<file path="config.mk">
export PLATFORM = sky130hd
export DESIGN_NAME = allpass_pair_hilbert_transformer
export DESIGN_NICKNAME = d
export VERILOG_FILES = /design/src/rtl/aph_pkg.sv /design/src/rtl/aph_regs.sv /design/src/rtl/aph_dp.sv /design/src/rtl/aph_ctrl.sv /design/src/rtl/allpass_pair_hilbert_transformer.sv
export SDC_FILE = /design/constraint.sdc
export NUM_CORES = 2
export LEC_CHECK = 0
export BUFFER_PORTS_ARGS = -buffer_cell sky130_fd_sc_hd__buf_4
export CAP_MARGIN = 0
export CORE_MARGIN = 8
export CORE_UTILIZATION = 50
export DETAILED_ROUTE_END_ITERATION = 10
export PLACE_DENSITY = 0.66
export SLEW_MARGIN = 10
export SYNTH_ARGS = -nofsm -noshare
export SYNTH_HDL_FRONTEND = slang
export SYNTH_SLANG_ARGS = --single-unit
</file>
<file path="constraint.sdc">
create_clock -name clk -period 15 [get_ports clk]
set_input_delay 0.75 -clock clk [delete_from_list [all_inputs] [get_ports clk]]
set_output_delay 0.75 -clock clk [all_outputs]
set_load 0.005 [all_outputs]
</file>
<file path="src/rtl/aph_pkg.sv">
// Shared types and fixed constants of the allpass-pair Hilbert transformer.
// No dependencies; every other file of the block refers to this package by scoped names.
`default_nettype none

package aph_pkg;

  // Coefficient format: signed Q1.15, fixed by the register layout.
  localparam int COEF_W     = 16;
  localparam int COEF_FRAC  = 15;
  // Integer guard bits of the section state above the sample format.
  localparam int GUARD_BITS = 4;
  // Width of one packed coefficient-pair register.
  localparam int REG_W      = 32;

  // Request command codes.
  localparam logic CMD_PROCESS = 1'b0;
  localparam logic CMD_CLEAR   = 1'b1;

  // Commands from the controller to the datapath.
  typedef struct packed {
    logic load;      // take the new sample into both chain accumulators
    logic clear;     // zero all section state
    logic mul_en;    // run the multiply stage for the current step
    logic out_load;  // move the finished chain outputs into the output register
  } aph_cmd_t;

endpackage

`default_nettype wire

</file>
<file path="src/rtl/aph_regs.sv">
// APB-style register file holding the packed coefficient pairs.
// Depends on aph_pkg for the register and coefficient widths.
`default_nettype none

module aph_regs #(
  parameter int SECTIONS_PER_CHAIN = 6,
  parameter int AW = 5
) (
  input  wire logic                          clk,
  input  wire logic                          rst_n,
  input  wire logic                          psel,
  input  wire logic                          penable,
  input  wire logic                          pwrite,
  input  wire logic [AW-1:0]                 paddr,
  input  wire logic [aph_pkg::REG_W-1:0]     pwdata,
  output logic      [aph_pkg::REG_W-1:0]     prdata,
  output logic                               pready,
  output logic signed [aph_pkg::COEF_W-1:0]  coef_a [SECTIONS_PER_CHAIN],
  output logic signed [aph_pkg::COEF_W-1:0]  coef_b [SECTIONS_PER_CHAIN]
);

  localparam int IW = AW - 2;

  logic [aph_pkg::REG_W-1:0] coef_r [SECTIONS_PER_CHAIN];
  logic [IW-1:0]             idx;
  logic                      idx_ok;
  logic                      wr_en;

  assign pready = 1'b1;
  assign idx    = paddr[AW-1:2];
  assign idx_ok = (int'(idx) < SECTIONS_PER_CHAIN);
  assign wr_en  = psel && penable && pwrite && idx_ok;

  always_ff @(posedge clk) begin
    if (!rst_n) begin
      for (int i = 0; i < SECTIONS_PER_CHAIN; i++) begin
        coef_r[i] <= '0;
      end
    end else if (wr_en) begin
      coef_r[idx] <= pwdata;
    end
  end

  always_comb begin
    prdata = '0;
    if (idx_ok) begin
      prdata = coef_r[idx];
    end
  end

  // Split each pair: high half feeds chain A, low half chain B.
  always_comb begin
    for (int i = 0; i < SECTIONS_PER_CHAIN; i++) begin
      coef_a[i] = coef_r[i][aph_pkg::REG_W-1:aph_pkg::COEF_W];
      coef_b[i] = coef_r[i][aph_pkg::COEF_W-1:0];
    end
  end

endmodule

`default_nettype wire

</file>
<file path="src/rtl/aph_dp.sv">
// Datapath: section state, one shared two-stage multiply-add and the output register.
// Depends on aph_pkg for the command struct and fixed formats.
`default_nettype none

module aph_dp #(
  parameter int SECTIONS_PER_CHAIN = 6,
  parameter int SAMPLE_WIDTH = 16,
  parameter int KW = 4
) (
  input  wire logic                               clk,
  input  wire logic                               rst_n,
  input  wire aph_pkg::aph_cmd_t                  cmd,
  input  wire logic [KW-1:0]                      step,
  input  wire logic signed [SAMPLE_WIDTH-1:0]     sample,
  input  wire logic                               block_last,
  input  wire logic signed [aph_pkg::COEF_W-1:0]  coef_a [SECTIONS_PER_CHAIN],
  input  wire logic signed [aph_pkg::COEF_W-1:0]  coef_b [SECTIONS_PER_CHAIN],
  output logic signed [SAMPLE_WIDTH-1:0]          phase_a,
  output logic signed [SAMPLE_WIDTH-1:0]          phase_b,
  output logic                                    block_last_out
);

  localparam int NE   = 2 * SECTIONS_PER_CHAIN;
  localparam int SW   = SAMPLE_WIDTH + aph_pkg::GUARD_BITS;
  localparam int DW   = SW + 1;
  localparam int PW   = DW + aph_pkg::COEF_W;
  localparam int RW   = PW - aph_pkg::COEF_FRAC;
  localparam int SUMW = RW + 1;
  localparam int TW   = aph_pkg::GUARD_BITS + 1;
  localparam logic signed [PW-1:0] RND_HALF = PW'(2 ** (aph_pkg::COEF_FRAC - 1));

  // Section state, entry k serves step k: even steps chain B, odd steps chain A.
  logic signed [SW-1:0] di_r [NE];
  logic signed [SW-1:0] do_r [NE];

  logic signed [SW-1:0] xa_r, xb_r;
  logic                 last_r;

  // Multiply stage register.
  logic signed [PW-1:0] p_r;
  logic signed [SW-1:0] xprev_r;
  logic [KW-1:0]        acc_idx_r;
  logic                 acc_vld_r;

  logic signed [SAMPLE_WIDTH-1:0] phase_a_r, phase_b_r;
  logic                           last_out_r;

  logic signed [aph_pkg::COEF_W-1:0] coef;
  logic signed [SW-1:0]   x_sel;
  logic signed [DW-1:0]   diff;
  logic signed [PW-1:0]   prod;
  logic signed [PW-1:0]   rnd;
  logic signed [SUMW-1:0] sum;
  logic [SUMW-SW:0]       sum_top;
  logic signed [SW-1:0]   y;
  logic [TW-1:0]          top_a, top_b;
  logic signed [SAMPLE_WIDTH-1:0] sat_a, sat_b;

  // Stage 1: difference and product.
  always_comb begin
    coef  = step[0] ? coef_a[step[KW-1:1]] : coef_b[step[KW-1:1]];
    x_sel = step[0] ? xa_r : xb_r;
    diff  = DW'(x_sel) - DW'(do_r[step]);
    prod  = PW'(coef) * PW'(diff);
  end

  // Stage 2: round half up, add delayed input, saturate to the state width.
  always_comb begin
    rnd     = p_r + RND_HALF;
    sum     = SUMW'($signed(rnd[PW-1:aph_pkg::COEF_FRAC])) + SUMW'(xprev_r);
    sum_top = sum[SUMW-1:SW-1];
    if ((&sum_top) || !(|sum_top)) begin
      y = sum[SW-1:0];
    end else if (sum[SUMW-1]) begin
      y = {1'b1, {(SW-1){1'b0}}};
    end else begin
      y = {1'b0, {(SW-1){1'b1}}};
    end
  end

  // Output saturation from the state width to the sample width.
  always_comb begin
    top_a = xa_r[SW-1:SAMPLE_WIDTH-1];
    top_b = xb_r[SW-1:SAMPLE_WIDTH-1];
    if ((&top_a) || !(|top_a)) begin
      sat_a = xa_r[SAMPLE_WIDTH-1:0];
    end else begin
      sat_a = xa_r[SW-1] ? {1'b1, {(SAMPLE_WIDTH-1){1'b0}}}
                         : {1'b0, {(SAMPLE_WIDTH-1){1'b1}}};
    end
    if ((&top_b) || !(|top_b)) begin
      sat_b = xb_r[SAMPLE_WIDTH-1:0];
    end else begin
      sat_b = xb_r[SW-1] ? {1'b1, {(SAMPLE_WIDTH-1){1'b0}}}
                         : {1'b0, {(SAMPLE_WIDTH-1){1'b1}}};
    end
  end

  always_ff @(posedge clk) begin
    if (!rst_n || cmd.clear) begin
      for (int i = 0; i < NE; i++) begin
        di_r[i] <= '0;
        do_r[i] <= '0;
      end
    end else begin
      if (cmd.mul_en) begin
        di_r[step] <= x_sel;
      end
      if (acc_vld_r) begin
        do_r[acc_idx_r] <= y;
      end
    end
  end

  always_ff @(posedge clk) begin
    if (!rst_n) begin
      acc_vld_r <= 1'b0;
    end else begin
      acc_vld_r <= cmd.mul_en;
    end
  end

  always_ff @(posedge clk) begin
    if (cmd.mul_en) begin
      p_r       <= prod;
      xprev_r   <= di_r[step];
      acc_idx_r <= step;
    end
    if (cmd.load) begin
      xa_r   <= SW'(sample);
      xb_r   <= SW'(sample);
      last_r <= block_last;
    end else if (acc_vld_r) begin
      if (acc_idx_r[0]) begin
        xa_r <= y;
      end else begin
        xb_r <= y;
      end
    end
    if (cmd.out_load) begin
      phase_a_r  <= sat_a;
      phase_b_r  <= sat_b;
      last_out_r <= last_r;
    end
  end

  assign phase_a        = phase_a_r;
  assign phase_b        = phase_b_r;
  assign block_last_out = last_out_r;

endmodule

`default_nettype wire

</file>
<file path="src/rtl/aph_ctrl.sv">
// Controller: request handshake, step sequencing and result valid.
// Depends on aph_pkg for the command struct and command codes.
`default_nettype none

module aph_ctrl #(
  parameter int SECTIONS_PER_CHAIN = 6,
  parameter int KW = 4
) (
  input  wire logic           clk,
  input  wire logic           rst_n,
  input  wire logic           in_valid,
  input  wire logic           in_command,
  output logic                in_ready,
  output logic                out_valid,
  input  wire logic           out_ready,
  output aph_pkg::aph_cmd_t   cmd,
  output logic [KW-1:0]       step
);

  localparam logic [KW-1:0] LAST_STEP = KW'(2 * SECTIONS_PER_CHAIN - 1);

  typedef enum logic [1:0] {
    S_IDLE,
    S_RUN,
    S_DRAIN,
    S_OUT
  } state_t;

  state_t        state_r, state_nxt;
  logic [KW-1:0] step_r, step_nxt;
  logic          out_valid_r, out_valid_nxt;

  always_comb begin
    in_ready     = (state_r == S_IDLE);
    cmd.load     = in_ready && in_valid && (in_command == aph_pkg::CMD_PROCESS);
    cmd.clear    = in_ready && in_valid && (in_command == aph_pkg::CMD_CLEAR);
    cmd.mul_en   = (state_r == S_RUN);
    cmd.out_load = (state_r == S_OUT) && (!out_valid_r || out_ready);
  end

  always_comb begin
    state_nxt     = state_r;
    step_nxt      = '0;
    out_valid_nxt = out_valid_r && !out_ready;
    case (state_r)
      S_IDLE: begin
        if (cmd.load) begin
          state_nxt = S_RUN;
        end
      end
      S_RUN: begin
        if (step_r == LAST_STEP) begin
          state_nxt = S_DRAIN;
        end else begin
          step_nxt = step_r + KW'(1);
        end
      end
      S_DRAIN: begin
        state_nxt = S_OUT;
      end
      S_OUT: begin
        if (cmd.out_load) begin
          out_valid_nxt = 1'b1;
          state_nxt     = S_IDLE;
        end
      end
      default: begin
        state_nxt = S_IDLE;
      end
    endcase
  end

  always_ff @(posedge clk) begin
    if (!rst_n) begin
      state_r     <= S_IDLE;
      step_r      <= '0;
      out_valid_r <= 1'b0;
    end else begin
      state_r     <= state_nxt;
      step_r      <= step_nxt;
      out_valid_r <= out_valid_nxt;
    end
  end

  assign out_valid = out_valid_r;
  assign step      = step_r;

  a_start_run: assert property (@(posedge clk) disable iff (!rst_n)
    cmd.load |=> (state_r == S_RUN) && (step_r == '0))
    else $error("process request did not start the step sequence at step zero");

  a_run_to_drain: assert property (@(posedge clk) disable iff (!rst_n)
    (state_r == S_RUN) && (step_r == LAST_STEP) |=> (state_r == S_DRAIN))
    else $error("last step not followed by the drain cycle");

  a_step_idle: assert property (@(posedge clk) disable iff (!rst_n)
    (step_r != '0) |-> (state_r == S_RUN))
    else $error("step counter moved outside the run state");

  a_result_src: assert property (@(posedge clk) disable iff (!rst_n)
    $rose(out_valid_r) |-> ($past(state_r) == S_OUT))
    else $error("result raised without a finished sample");

endmodule

`default_nettype wire

</file>
<file path="src/rtl/allpass_pair_hilbert_transformer.sv">
// Top level of the allpass-pair Hilbert transformer: registers, controller and datapath.
// Depends on aph_pkg, aph_regs, aph_ctrl and aph_dp.
//
// Each processed sample runs through two chains of SECTIONS_PER_CHAIN first-order
// allpass sections, y = c*(x - y_prev) + x_prev, and leaves as phase_a (chain A, high
// coefficient halves) and phase_b (chain B, low halves), roughly 90 degrees apart.
// A single multiplier serves all 2*SECTIONS_PER_CHAIN section evaluations: stage one
// forms the difference and product, stage two rounds half up, adds the delayed input
// and saturates to the Q5.15 state. Chains B and A alternate through the two stages;
// a process request is accepted, then every section step runs through the shared
// multiply-add, the pipeline drains and the output register is loaded, after which
// the block is ready again. A finished result waits in the output register while the
// next request is already being worked on; the final load stalls only if that
// register is still occupied. A clear request zeroes every section's delayed input
// and output at once and gives no result. Coefficient pairs sit at byte address 4*k
// for section k; write them only while the block is idle.
`default_nettype none

module allpass_pair_hilbert_transformer #(
  parameter int SECTIONS_PER_CHAIN = 6,
  parameter int SAMPLE_WIDTH = 16
) (
  input  wire logic                          clk,
  input  wire logic                          rst_n,
  // request channel
  input  wire logic                          in_valid,
  output logic                               in_ready,
  input  wire logic                          in_command,
  input  wire logic signed [SAMPLE_WIDTH-1:0] in_sample_in,
  input  wire logic                          in_block_last_in,
  // result channel
  output logic                               out_valid,
  input  wire logic                          out_ready,
  output logic signed [SAMPLE_WIDTH-1:0]     out_phase_a,
  output logic signed [SAMPLE_WIDTH-1:0]     out_phase_b,
  output logic                               out_block_last_out,
  // coefficient register port
  input  wire logic                          psel,
  input  wire logic                          penable,
  input  wire logic                          pwrite,
  input  wire logic [$clog2(4*SECTIONS_PER_CHAIN)-1:0] paddr,
  input  wire logic [aph_pkg::REG_W-1:0]     pwdata,
  output logic      [aph_pkg::REG_W-1:0]     prdata,
  output logic                               pready
);

  // Step counter covers both chains; its low bit picks the chain.
  localparam int KW = $clog2(2 * SECTIONS_PER_CHAIN);
  localparam int AW = $clog2(4 * SECTIONS_PER_CHAIN);

  logic signed [aph_pkg::COEF_W-1:0] coef_a [SECTIONS_PER_CHAIN];
  logic signed [aph_pkg::COEF_W-1:0] coef_b [SECTIONS_PER_CHAIN];
  aph_pkg::aph_cmd_t                 cmd;
  logic [KW-1:0]                     step;

  aph_regs #(
    .SECTIONS_PER_CHAIN (SECTIONS_PER_CHAIN),
    .AW                 (AW)
  ) u_regs (
    .clk     (clk),
    .rst_n   (rst_n),
    .psel    (psel),
    .penable (penable),
    .pwrite  (pwrite),
    .paddr   (paddr),
    .pwdata  (pwdata),
    .prdata  (prdata),
    .pready  (pready),
    .coef_a  (coef_a),
    .coef_b  (coef_b)
  );

  // Sequence the steps and own the handshakes.
  aph_ctrl #(
    .SECTIONS_PER_CHAIN (SECTIONS_PER_CHAIN),
    .KW                 (KW)
  ) u_ctrl (
    .clk        (clk),
    .rst_n      (rst_n),
    .in_valid   (in_valid),
    .in_command (in_command),
    .in_ready   (in_ready),
    .out_valid  (out_valid),
    .out_ready  (out_ready),
    .cmd        (cmd),
    .step       (step)
  );

  // Hold section state, run the shared multiply-add, hold the result.
  aph_dp #(
    .SECTIONS_PER_CHAIN (SECTIONS_PER_CHAIN),
    .SAMPLE_WIDTH       (SAMPLE_WIDTH),
    .KW                 (KW)
  ) u_dp (
    .clk            (clk),
    .rst_n          (rst_n),
    .cmd            (cmd),
    .step           (step),
    .sample         (in_sample_in),
    .block_last     (in_block_last_in),
    .coef_a         (coef_a),
    .coef_b         (coef_b),
    .phase_a        (out_phase_a),
    .phase_b        (out_phase_b),
    .block_last_out (out_block_last_out)
  );

endmodule

`default_nettype wire
</file>
### Word level (Yosys, flattened, before mapping)

Memories as Yosys holds them, arrays and structs flattened. A register that Yosys moved wholly into a read port is not among the register bits.
Index checks and enable logic that the tools add are counted.

| operators by class | value |
|---|---|
| add/subtract/negate cells | 4 |
| reduce and logical (&&, ||, !) cells | 35 |
| bitwise operators | 4 |
| $mul | 1 |
| mux-type cells | 49 |
| equality and inequality tests | 8 |
| order comparisons | 2 |

Operators by type and width:

| cell | count |
|---|---|
| 20-bit 2-to-1 mux | 11 |
| 16-bit 2-to-1 mux | 9 |
| 16-bit binary-select mux with 3-bit select | 2 |
| 32-bit 2-to-1 mux | 2 |
| 20-bit OR reduction | 2 |
| 37-bit by 16-bit adder with 37-bit output, second input constant | 1 |
| 16-bit by 21-bit multiplier with 37-bit output | 1 |
| 32-bit OR reduction | 1 |
| 22-bit by 20-bit adder with 23-bit output | 1 |
| 20-bit by 20-bit subtractor with 21-bit output | 1 |
| 1-bit 2-to-1 mux | 17 |
| 4-bit 2-to-1 mux | 3 |
| 5-bit AND reduction | 2 |
| 5-bit OR reduction | 2 |
| 1-bit logical AND | 8 |
| 2-bit one-hot mux with 4 select lines | 1 |
| 1-bit logical NOT | 6 |
| 2-bit 2-to-1 mux | 3 |
| 2-bit != test, second input constant | 3 |
| 1-bit logical OR | 5 |
| 4-bit by 1-bit adder with 4-bit output, second input constant | 1 |
| 2-bit == test, second input constant | 2 |
| 4-bit == test, second input constant | 1 |
| 4-bit >= comparator, second input constant | 1 |
| other kinds (13) | 17 |

| storage, ports and cells | value |
|---|---|
| memory bits (writable) | 672 |
| word-level logic and storage cells | 118 |
| memories kept | 3 |
| input port bits | 62 |
| output and inout bits | 68 |
| bits in registers | 123 |

Memory list:

| name | depth | bits a word | rd ports | clocked after memory_dff | write ports | line | text |
|---|---|---|---|---|---|---|---|
| u_dp.di_r | 12 | 20 | 1 | 1 | 12 | aph_dp.sv:33 | `logic signed [SW-1:0] di_r [NE];` |
| u_dp.do_r | 12 | 20 | 1 | 1 | 12 | aph_dp.sv:34 | `logic signed [SW-1:0] do_r [NE];` |
| u_regs.coef_r | 6 | 32 | 7 | 0 | 6 | aph_regs.sv:24 | `logic [aph_pkg::REG_W-1:0] coef_r [SECTIONS_PER_CHAIN];` |

### Longest topological paths before layout

| depth | value |
|---|---|
| depth after elaboration | 9 |
| mapped depth | 42 |
| gate-level depth less buffers | 35 |

### Modules after synthesis

From an unflattened synthesis, not the netlist that was laid out.

| unflattened totals | value |
|---|---|
| cells, all modules | 4439 |
| area, all modules | 57204.9 um2 |

By module, submodules not included:

| module | times used | cells an instance | area an instance (um2) |
|---|---|---|---|
| aph_dp | 1 | 3774 | 48066.1 |
| aph_regs | 1 | 627 | 8775.9 |
| aph_ctrl | 1 | 38 | 362.8 |

### Worst setup path after synthesis

OpenSTA, ideal clock, no wires.

| path | value |
|---|---|
| kind | register -> register |
| from | register u_ctrl.step_r[1] (netlist: u_ctrl.step[1]) |
| to | register u_dp.p_r[29] (data pin) |
| buffers on the path | 9 |
| cell stages (with the launch flop) | 42 |
| slack | 4.321 ns |
| data arrival time | 10.422 ns |
| library setup time | 0.258 ns |
| clock period less this slack | 10.679 ns |
| cell sequence | dfxtp_1 -> buf_2 -> buf_4 -> buf_2 -> clkbuf_1 -> clkbuf_1 -> clkbuf_1 -> mux4_2 -> mux4_2 -> ha_1 -> fa_1 -> nand3b_1 -> a21boi_1 -> o21ai_0 -> a21oi_1 -> o21ai_1 -> nand2_1 -> a21oi_1 -> (+6 left out) -> fa_1 -> fa_1 -> inv_1 -> fa_1 -> inv_1 -> fa_1 -> inv_1 -> ha_1 -> clkbuf_1 -> nand4_1 -> nor3_1 -> nand4_1 -> a21oi_1 -> nor2_1 -> o311ai_0 -> a21o_1 -> a21oi_1 -> xnor2_1 |

| between the ends | value |
|---|---|
| longest elaborated chain between the ends | 6 |

RTL lines:

| what | line | text |
|---|---|---|
| start, declared | aph_ctrl.sv:30 | `logic [KW-1:0] step_r, step_nxt;` |
| start signal, assigned | aph_ctrl.sv:80 | `step_r <= step_nxt;` |
| 3-bit inverter with 4-bit output (implied by the code) * | aph_dp.sv:61 | `coef = step[0] ? coef_a[step[KW-1:1]] : coef_b[step[KW-1:1]];` |
| 16-bit binary-select mux with 3-bit select | aph_dp.sv:61 |  |
| 16-bit 2-to-1 mux (implied by the code) (2 in series) | aph_dp.sv:61 |  |
| 16-bit 2-to-1 mux * | aph_dp.sv:61 |  |
| 16-bit by 21-bit multiplier with 37-bit output * | aph_dp.sv:64 | `prod = PW'(coef) * PW'(diff);` |
| via u_dp.prod[29] | aph_dp.sv:51 | `logic signed [PW-1:0] prod;` |
| end signal, assigned | aph_dp.sv:125 | `p_r <= prod;` |
| end, declared | aph_dp.sv:40 | `logic signed [PW-1:0] p_r;` |

The timed path passes the listed nets; every way through them passes the cells marked *. The select of a mux whose other input is x is not followed.
A chain may end at the register's enable or synchronous reset.

### Worst setup path in the final report

| path | value |
|---|---|
| from | register u_ctrl.step_r[0] (netlist: u_ctrl.step[0]) |
| to | register u_dp.p_r[29] (data pin) |

| between the ends | value |
|---|---|
| longest elaborated chain between the ends | 3 |

RTL lines:

| what | line | text |
|---|---|---|
| 20-bit 2-to-1 mux | aph_dp.sv:62 | `x_sel = step[0] ? xa_r : xb_r;` |
| 20-bit by 20-bit subtractor with 21-bit output | aph_dp.sv:63 | `diff = DW'(x_sel) - DW'(do_r[step]);` |
| 16-bit by 21-bit multiplier with 37-bit output * | aph_dp.sv:64 |  |
| via u_dp.prod[29] | aph_dp.sv:51 |  |

The timed path passes the listed nets; every way through them passes the cells marked *.

==> out/summary.txt <==
F_max -> 84.9 MHz
Normalized max-slew margin -> 0.140
Worst endpoint required time -> 15410 ps
Die width -> 353 um
Bufs and invs on worst path -> 5
Drt first pass iters -> 6
CP Capture Type -> flip-flop
Hold WC Path Type -> input pin to flip-flop
Vias in the first global route -> 37761
Clk slew on worst S/H paths -> 60 ps
R2R Path End -> u_dp.p_r[29]
Post-synth top area share -> 0.504
Crit Path Category -> flip-flop to flip-flop
Status -> completed
GP Congestion -> 0.914
Fillers -> 9238
Sequential Area -> 28800 sq um
H-tree Lvls -> 3
Initial DRC count -> 3688
Vias post-DR -> 36848
Post-synth top flop -> edfxtp_1
Syn-to-layout area delta -> 10.7%
Netlist cell types -> 84
Async SR Flop Fraction -> 0
First-pass GRT wire length -> 240 mm
Vias per std cell -> 6.02
Period utilisation layout -> 0.785
Most used cell, CP -> fa_1
Port bufs -> 126
Sink Count -> 961
Core area -> 113000 sq um
Hold WS -> 243 ps
Synth Instances -> 4482
Fin. max-slew vios -> 0
Num CTS Buffers -> 97
CP top delay family -> adder cells
Worst Skew -> 37.6 ps
Drt total wl -> 162 mm
Avg Cell Area, Syn -> 12.7 sq um
Die H -> 353 um
Worst Max-Slew Pin Slew -> 1290 ps
YS warnings -> 0
Hold path startpoint -> in_block_last_in
Starting density of the core -> 0.504
Mapped Area -> 56800 sq um
Number of setup violations in the final report -> 0
GRT Total Usage -> 0.254
Reg2reg start -> u_ctrl.step[0]
I/O pin count -> 130
Worst-case reg-to-reg path depth -> 33
Area leader, netlist -> edfxtp_1
DRC errors left -> 0
# hold bufs at CTS -> 0
CTS tree -> yes
Setup TNS Final -> 0 ps
Register bit total from synthesis -> 961
Fin crit period -> 11780 ps
Post-CTS resize count -> 0
ANT cells -> 0
Detail Route Antenna Nets -> 0
Hold Crit Depth -> 1
Area of the multi-input gates -> 25100 sq um
Syn nets -> 5018
Std-Cell Rows -> 123
Initial antenna violation count -> 2
Main area contributors after synthesis -> edfxtp_1 50%, fa_1 12%, mux4_2 9.8%
Die area -> 125000 sq um
Worst skew pair latency -> 690 ps
CP Launch Type -> flip-flop
Hold EP -> u_dp.last_r
Hold Violations, Final -> 0
Crit-path max FO -> 40
Reg2reg setup slack -> 3220 ps
Share of cells above drive strength 1 -> 0.167
Clock Tree Buf Depth -> 3
Clock root cell -> clkbuf_16
Critical path arrival -> 12200 ps
Max Cap Viol -> 0
Largest net degree at the start of global routing -> 104
HPWL after DPL -> 108 mm
Worst path slowest cell -> mux2i_2
Final Net Count -> 5082
Register area share after synthesis -> 0.506
Number of synthesized flops with an enable pin -> 953
CP peak stage delay -> 1010 ps
Total gr overflow -> 0
Post-CTS setup buffers -> 0
Setup repair after global routing missed its margin -> false
WL/cell -> 26.4 um
[cell families (layout without fill, tap and decap cells)]
| family | Yosys count | in the layout | synth area share |
|---|---|---|---|
| flip-flops | 961 | 961 | 0.506 |
| AND/OR/NAND/NOR | 1240 | 1240 | 0.0949 |
| XOR/XNOR | 92 | 92 | 0.0145 |
| adder cells (fa/ha/maj) | 474 | 474 | 0.148 |
| other | 1 | 1 | 0.0000660 |
| buffers and inverters | 814 | 958 | 0.0562 |
| multiplexers | 366 | 366 | 0.120 |
| AO/OA/AOI/OAI | 534 | 534 | 0.0597 |
[routing by layer]
layer	GRT usage	wire length [um]
met1	0.332	61800
met2	0.425	79000
met3	0.0413	13600
met4	0.103	7120
met5	0	0
[layout by cell type, fill, tap and decap left out, types with 7 or more instances in the layout]
| master | count |
|---|---|
| buf_4 | 262 |
| xnor2_1 | 66 |
| a211oi_1 | 7 |
| mux2_2 | 33 |
| inv_1 | 513 |
| xor2_1 | 20 |
| o21ai_0 | 35 |
| and2_1 | 54 |
| o22ai_1 | 38 |
| a21o_1 | 58 |
| mux2i_1 | 83 |
| a21oi_1 | 261 |
| a31oi_1 | 8 |
| clkinv_2 | 15 |
| nor3_1 | 56 |
| nor3_2 | 12 |
| o21a_1 | 9 |
| nor2b_1 | 40 |
| mux4_2 | 248 |
| nand3_1 | 39 |
| a221oi_1 | 7 |
| fa_1 | 334 |
| clkbuf_1 | 18 |
| nand4_1 | 13 |
| edfxtp_1 | 953 |
| nand2_1 | 334 |
| nand2b_1 | 24 |
| bufinv_16 | 12 |
| ha_1 | 139 |
| and3_1 | 17 |
| o211ai_2 | 9 |
| clkbuf_16 | 97 |
| nor2_1 | 597 |
| clkinv_1 | 28 |
| o211ai_1 | 23 |
[worst max-delay path by stage]
stage	from	end	slack (ps)	depth (start not counted)
floorplan	u_ctrl.step[1]	u_dp.p_r[29]	4320	41
global placement	u_ctrl.step[0]	u_dp.p_r[29]	3320	33
detailed placement	u_ctrl.step[0]	u_dp.p_r[29]	3310	33
CTS	u_ctrl.step[0]	u_dp.p_r[29]	3270	33
global route	u_ctrl.step[0]	u_dp.p_r[29]	2620	32
finish	u_ctrl.step[0]	u_dp.p_r[29]	3220	33
[layout make-up]
type / instances / share of cell area
clock inverter: 64 / 0.0108
clock buffer: 115 / 0.0397
timing repair buffer: 264 / 0.0319
inverter: 515 / 0.0308
sequential: 961 / 0.458
multi-input combinational: 2707 / 0.399
tap: 1500 / 0.0298
[stage by stage]
stage,instance area [sq um],cells,worst slack (ps),utilization
floorplan,56800,4482,4320,-
CTS,62900,6126,3270,0.558
detailed placement,59700,5947,3310,0.530
global placement,59700,5947,3320,0.530
finish,62900,6126,3220,0.558
global route,62900,6126,2620,0.558
[synthesized netlist by cell type, types with 10 or more instances]
cell type / instances
mux2_2: 33
o221ai_1: 10
nor2b_1: 47
buf_2: 49
buf_4: 16
inv_1: 514
a21oi_1: 264
nand4_1: 13
o21ai_0: 38
o22ai_1: 38
and2_1: 54
o211ai_1: 23
xor2_1: 22
mux2i_1: 85
edfxtp_1: 953
clkbuf_1: 214
nor3_2: 12
xnor2_1: 69
fa_1: 334
nor3_1: 56
nand2_1: 338
ha_1: 140
and3_1: 18
buf_1: 17
mux4_2: 248
nor2_1: 598
a21o_1: 58
nand2b_1: 24
nand3_1: 39
[sequential cells by signal, indices dropped and copies added, names as in the netlist]
register and flops:
u_ctrl.state_r 2, u_ctrl.out_valid 1, u_dp.phase_a 16, u_dp.acc_vld_r 1
u_dp.do_r 320, u_dp.xb_r 20, u_dp.acc_idx_r 4, u_dp.phase_b 16
u_dp.last_r 1, u_ctrl.step 4, u_dp.di_r 320, u_dp.xa_r 20
u_dp.xprev_r 20, u_regs.coef_r 192, u_dp.block_last_out 1, u_dp.p_r 23
Power is left out: the tool's default activity adds up to more than one toggle a clock period on the data nets, which glitch-free logic cannot reach.
